==> src/rtl/mmfm_pkg.sv <==
package mmfm_pkg;

	typedef enum logic [1:0] {
		CMD_TICK  = 2'd0,
		CMD_READ  = 2'd1,
		CMD_WRITE = 2'd2,
		CMD_NONE  = 2'd3
	} cmd_t;

	localparam int unsigned FRAME_BITS   = 32;
	localparam int unsigned MAX_PREAMBLE = 32;
	localparam int unsigned POS_W        = 7;
	localparam int unsigned PRE_W        = 6;
	localparam int unsigned DATA_W       = 16;
	localparam int unsigned ADDR_W       = 5;
	localparam int unsigned PADDR_W      = 3;
	localparam int unsigned PDATA_W      = 32;

	localparam logic [PADDR_W-1:0] REG_PREAMBLE_LENGTH = 3'd0;

	localparam logic [1:0] START_CODE   = 2'b01;
	localparam logic [1:0] OP_READ      = 2'b10;
	localparam logic [1:0] OP_WRITE     = 2'b01;
	localparam logic [1:0] TA_WRITE     = 2'b10;
	localparam logic [POS_W-1:0] TA_END = 7'd18;

endpackage

==> src/rtl/mdio_management_frame_master_core.sv <==
// Clause-22 MDIO frame master, one MDC period per tick transfer.
// A tick result appears in the output register in the cycle after its transfer.
// Throughput: one input transfer per cycle; the output register holds one result and
// stalls the input only while that result is not taken.
// Reset: arst_n clears the frame state, the output valid flag and preamble_length to zero.
module mdio_management_frame_master_core
	import mmfm_pkg::*;
(
	input  logic                clk,
	input  logic                arst_n,
	input  logic                psel,
	input  logic                penable,
	input  logic                pwrite,
	input  logic [PADDR_W-1:0]  paddr,
	input  logic [PDATA_W-1:0]  pwdata,
	output logic [PDATA_W-1:0]  prdata,
	output logic                pready,
	input  logic                in_valid,
	output logic                in_stall,
	input  logic [1:0]          cmd,
	input  logic [ADDR_W-1:0]   phy_addr,
	input  logic [ADDR_W-1:0]   reg_addr,
	input  logic [DATA_W-1:0]   write_data,
	input  logic                mdi,
	output logic                out_valid,
	input  logic                out_stall,
	output logic                mdo,
	output logic                mdo_enable,
	output logic                frame_active,
	output logic                done_res,
	output logic [DATA_W-1:0]   read_data
);

	logic [PRE_W-1:0]      preamble_length_q;
	logic                  busy_q;
	logic                  is_read_q;
	logic [POS_W-1:0]      bit_position_q;
	logic [FRAME_BITS-1:0] frame_shift_q;
	logic [DATA_W-1:0]     read_shift_q;

	logic                  out_valid_q;
	logic                  mdo_q;
	logic                  mdo_enable_q;
	logic                  frame_active_q;
	logic                  done_q;
	logic [DATA_W-1:0]     read_data_q;

	cmd_t                  cmd_c;
	logic                  accept;
	logic                  cfg_write;
	logic                  start;
	logic                  tick;
	logic [PRE_W-1:0]      pre_c;
	logic [FRAME_BITS-1:0] frame_c;
	logic                  mdo_c;
	logic                  en_c;
	logic                  done_c;
	logic                  shift_in_c;
	logic [DATA_W-1:0]     read_shift_c;
	logic [DATA_W-1:0]     rd_c;

	assign pready    = 1'b1;
	assign prdata    = {{(PDATA_W-PRE_W){1'b0}}, preamble_length_q};
	assign cfg_write = psel && penable && pwrite && (paddr[2] == REG_PREAMBLE_LENGTH[2]);

	assign in_stall  = out_valid_q && out_stall;
	assign accept    = in_valid && !in_stall;
	assign cmd_c     = cmd_t'(cmd);

	always_comb begin
		start = 1'b0;
		tick  = 1'b0;
		case (cmd_c)
			CMD_TICK: begin
				tick = accept;
			end
			CMD_READ, CMD_WRITE: begin
				start = accept && !busy_q;
			end
			default: begin
				start = 1'b0;
			end
		endcase
	end

	always_comb begin
		pre_c = (preamble_length_q > PRE_W'(MAX_PREAMBLE)) ? PRE_W'(MAX_PREAMBLE)
			: preamble_length_q;
		frame_c          = '0;
		frame_c[31:30]   = START_CODE;
		frame_c[29:28]   = (cmd_c == CMD_READ) ? OP_READ : OP_WRITE;
		frame_c[27:23]   = phy_addr;
		frame_c[22:18]   = reg_addr;
		if (cmd_c == CMD_WRITE) begin
			frame_c[17:16] = TA_WRITE;
			frame_c[15:0]  = write_data;
		end
	end

	always_comb begin
		mdo_c        = 1'b0;
		en_c         = 1'b0;
		shift_in_c   = 1'b0;
		done_c       = 1'b0;
		if (bit_position_q >= POS_W'(FRAME_BITS)) begin
			mdo_c = 1'b1;
			en_c  = 1'b1;
		end else if (is_read_q && (bit_position_q < TA_END)) begin
			shift_in_c = (bit_position_q < POS_W'(DATA_W));
		end else begin
			mdo_c = frame_shift_q[bit_position_q[4:0]];
			en_c  = 1'b1;
		end
		done_c       = (bit_position_q == '0);
		read_shift_c = shift_in_c ? {read_shift_q[DATA_W-2:0], mdi} : read_shift_q;
		rd_c         = (done_c && is_read_q) ? read_shift_c : '0;
	end

	always_ff @(posedge clk or negedge arst_n) begin
		if (!arst_n) begin
			preamble_length_q <= '0;
		end else if (cfg_write) begin
			preamble_length_q <= pwdata[PRE_W-1:0];
		end
	end

	always_ff @(posedge clk or negedge arst_n) begin
		if (!arst_n) begin
			busy_q         <= 1'b0;
			is_read_q      <= 1'b0;
			bit_position_q <= '0;
			frame_shift_q  <= '0;
			read_shift_q   <= '0;
		end else if (start) begin
			busy_q         <= 1'b1;
			is_read_q      <= (cmd_c == CMD_READ);
			bit_position_q <= POS_W'(pre_c) + POS_W'(FRAME_BITS - 1);
			frame_shift_q  <= frame_c;
			read_shift_q   <= '0;
		end else if (tick && busy_q) begin
			read_shift_q <= read_shift_c;
			if (done_c) begin
				busy_q <= 1'b0;
			end else begin
				bit_position_q <= bit_position_q - POS_W'(1);
			end
		end
	end

	always_ff @(posedge clk or negedge arst_n) begin
		if (!arst_n) begin
			out_valid_q <= 1'b0;
		end else if (tick) begin
			out_valid_q <= 1'b1;
		end else if (!out_stall) begin
			out_valid_q <= 1'b0;
		end
	end

	always_ff @(posedge clk) begin
		if (tick) begin
			mdo_q          <= busy_q && mdo_c;
			mdo_enable_q   <= busy_q && en_c;
			frame_active_q <= busy_q;
			done_q         <= busy_q && done_c;
			read_data_q    <= busy_q ? rd_c : '0;
		end
	end

	assign out_valid    = out_valid_q;
	assign mdo          = mdo_q;
	assign mdo_enable   = mdo_enable_q;
	assign frame_active = frame_active_q;
	assign done_res     = done_q;
	assign read_data    = read_data_q;

endmodule
==> config.mk <==
export PLATFORM = sky130hd
export DESIGN_NAME = mdio_management_frame_master_core
export DESIGN_NICKNAME = d
export VERILOG_FILES = /design/src/rtl/mmfm_pkg.sv /design/src/rtl/mdio_management_frame_master_core.sv
export SDC_FILE = /design/constraint.sdc
export NUM_CORES = 1
export LEC_CHECK = 0
export BUFFER_PORTS_ARGS = -buffer_cell sky130_fd_sc_hd__clkbuf_2
export CORE_AREA = 2 2 156 82
export CTS_BUF_LIST = sky130_fd_sc_hd__clkbuf_8
export CTS_CLUSTER_SIZE = 20
export DETAILED_ROUTE_END_ITERATION = 8
export DIE_AREA = 0 0 158 84
export HOLD_SLACK_MARGIN = 0.03
export PLACE_DENSITY_LB_ADDON = 0.05
export SLEW_MARGIN = 5
export SYNTH_ARGS = -nofsm -noshare
export SYNTH_HDL_FRONTEND = slang
export SYNTH_SLANG_ARGS = --single-unit
export TNS_END_PERCENT = 50
==> constraint.sdc <==
create_clock -name clk -period 1.69 [get_ports clk]
set_input_delay 0 -clock clk [delete_from_list [all_inputs] [get_ports clk]]
set_output_delay 0 -clock clk [all_outputs]
set_load 0.01 [all_outputs]
==> metrics.cfg <==
[die]
die_h_um = 84
rows = 29
die-area_um2 = 13300
floorplan.initialDensity = 0.335
die_w_um = 158
ios = 126
coreArea_um2 = 12100

[layout]
layout_commonest_cell = nand2_1
n_antenna_cell = 0
final_util = 0.437
drive_above_1_share = 0.265
final_cell_mix = nand2_1, clkbuf_2, dfrtp_1
area_growth_pct = 30.5
fillCellCount = 1246
fin_nets = 623

[cts]
post-cts-setup-buffers = 0
cts-root-buf = clkbuf_8
clock_latency_ps = 350
htree_levels = 3
cts.path.max_buffers = 2
cts_tree = done
numClockSinks = 81
path_clk_slew_ps = 80
cts_buffers = 9

[power_and_ir_drop]
max-vdd-ir-drop_uv = 430
powerDensity_nw_per_um2 = 1200
total_power_w = 0.00637
leakagePower_nw = 2.34

[critical_path]
cp.arrival_ps = 1950
crit_fanout = 7
cp.required_ps = 1800
rr_startpoint = bit_position_q[0]$_DFFE_PN0P_
crit_start = bit_position_q[0]$_DFFE_PN0P_
startpoint_type = flop
end_kind = flop
path_class = reg2reg

[synthesis]
synth_edf_count = 20
synth.avg_cell_area_um2 = 9.56
synth_cells = 424
synthArstFlopShare = 0.753
ys_ff_latch = 81
seq_area_frac_synth = 0.525
synth_warnings = 0
yosys_most_used_dff = dfrtp_1
synth.cell_area_um2 = 4050
yosysUniqueCellTypes = 44

[detailed_routing]
dr.pass1.iters = 6
drt_iter0_drc = 127
wl_um = 9780
routedLengthMet1_um = 5490
topRoutingLayerUsed = met4
vias_per_cell = 4.36
ant_nets = 0
met2_length_um = 3660
routed-via-count = 3145
route.detailed.drc = 0
met3_length_um = 548
routedWlPerCell_um = 13.6

[placed_design]
dp_slack_ps = -271
portBuffers = 70
dp_hpwl_um = 6680
place.gp.congestion = 0.750

[sta]
finalHoldViolCount = 0
slew_viol_final = 0
setup_tns_ps = -164
rsz0062_at_grt = yes
finalCritPeriodShare = 1.09
timing.fmax_mhz = 543
min_period_ps = 1840
finalSetupViolCount = 4
setup_ws_ps = -150
clock_skew_ps = 7.17

[grt]
grt_max_degree = 44
grt.total_usage = 0.152
grt_pass1_wl_um = 15600
gr-total-overflow = 0
grt_antenna_before_repair = 0
grt_pass1_vias = 3002

[status]
violations = negative setup slack
status = complete, but fails checks

[worst_hold_path]
hold_path_class = in2reg
hp-start = out_stall

[run]
drv_cap = 0

## synthesized netlist by cell type, types with 2 or more instances
master	number	share of area
buf_4	27	0.050
o21ai_0	41	0.051
mux2_2	6	0.017
nand4_1	6	0.0093
a21oi_1	20	0.025
xor2_1	3	0.0065
mux2i_1	6	0.015
nor2_1	8	0.0074
dfrtp_1	61	0.38
inv_1	10	0.0093
mux4_1	5	0.032
buf_2	5	0.0062
nand2_1	144	0.13
xnor2_1	3	0.0065
nand3_1	6	0.0074
ha_1	6	0.019
edfxtp_1	20	0.15
nand4b_1	2	0.0043
or3_1	2	0.0031
buf_6	2	0.0056
clkbuf_1	15	0.014
o211ai_1	3	0.0056
conb_1	2	0.0019
## cell type report
type                            instances  area [um2]  share of cell area
Sequential cell                        81        2130               0.403
Multi-Input combinational cell        308        1740               0.330
Timing Repair Buffer                  136         981               0.185
Tap cell                              170         213              0.0402
Clock buffer                            9         124              0.0234
Clock inverter                          7        61.3              0.0116
Inverter                               10        37.5             0.00710
## stage by stage
stage | instance area, um2 | std cells | hold slack (ps)
final | 5290 | 721 | 60.0
after global routing | 5290 | 721 | 76.7
after CTS | 5200 | 720 | 50.4
after detailed placement | 4650 | 668 | -11.1
after global placement | 4650 | 668 | -10.3
after floorplan | 4150 | 449 | -296
## logic make-up (layout without fill, tap and decap cells)
group,count (synthesis),after routing,synth area share
compound gates,71,71,0.0954
xor+xnor,6,6,0.0130
fa+ha+maj,6,6,0.0185
buf+inv,61,162,0.0892
flops,81,81,0.525
mux,18,18,0.0694
other cells,2,27,0.00185
simple gates,179,180,0.188
## path summary, 6_finish.rpt
path                                                      end  slack, ps  cells after the start
worst max-delay path                            mdo$_DFFE_PP_       -150                      5
worst min-delay path                    out_valid$_DFFE_PN0P_         60                      4
worst max register to register                  mdo$_DFFE_PP_       -150                      5
worst min register to register  frame_shift_q[20]$_DFFE_PN0P_        490                      2
max in group asynchronous       bit_position_q[0]$_DFFE_PN0P_        950                      3
min in group asynchronous         read_shift_q[5]$_DFFE_PN0P_        130                      2
## state kept, by name, indices dropped and copies added, names as in the netlist, 6 cells and up
| register | flops |
|---|---|
| preamble_length_q | 6 |
| bit_position_q | 7 |
| read_shift_q | 16 |
| read_data | 16 |
| frame_shift_q | 30 |
## timing repair
| action | CTS | global route |
|---|---|---|
| hold endpoints to repair | 97 | 0 |
| pin swaps | 0 | 1 |
| hold buffers | 36 | 0 |
| resized for setup | 3 | 20 |
| endpoints found under the setup margin | 22 | 24 |
| cloned | 0 | 1 |
## report_power, final
group          leakage (nW)  switching (W)  total [W]  internal, W
clock                0.0962       0.000715    0.00138     0.000667
combinational          1.26        0.00111    0.00215      0.00103
sequential            0.980       0.000383    0.00284      0.00246
## layer usage
metal / vias to the layer above / global-route usage
met1: 1427 / 0.246
met5: - / 0
li1: 1619 / -
met2: 91 / 0.200
met4: 0 / 0.0319
met3: 8 / 0.0389
## worst max-delay path: stages, from the launching register on
cell,delay (ps)
dfrtp_2,480
mux4_2,540
nor2b_4,140
a211oi_2,130
a211oi_1,70
o31a_1,240
(Power assumes the default switching activity.)
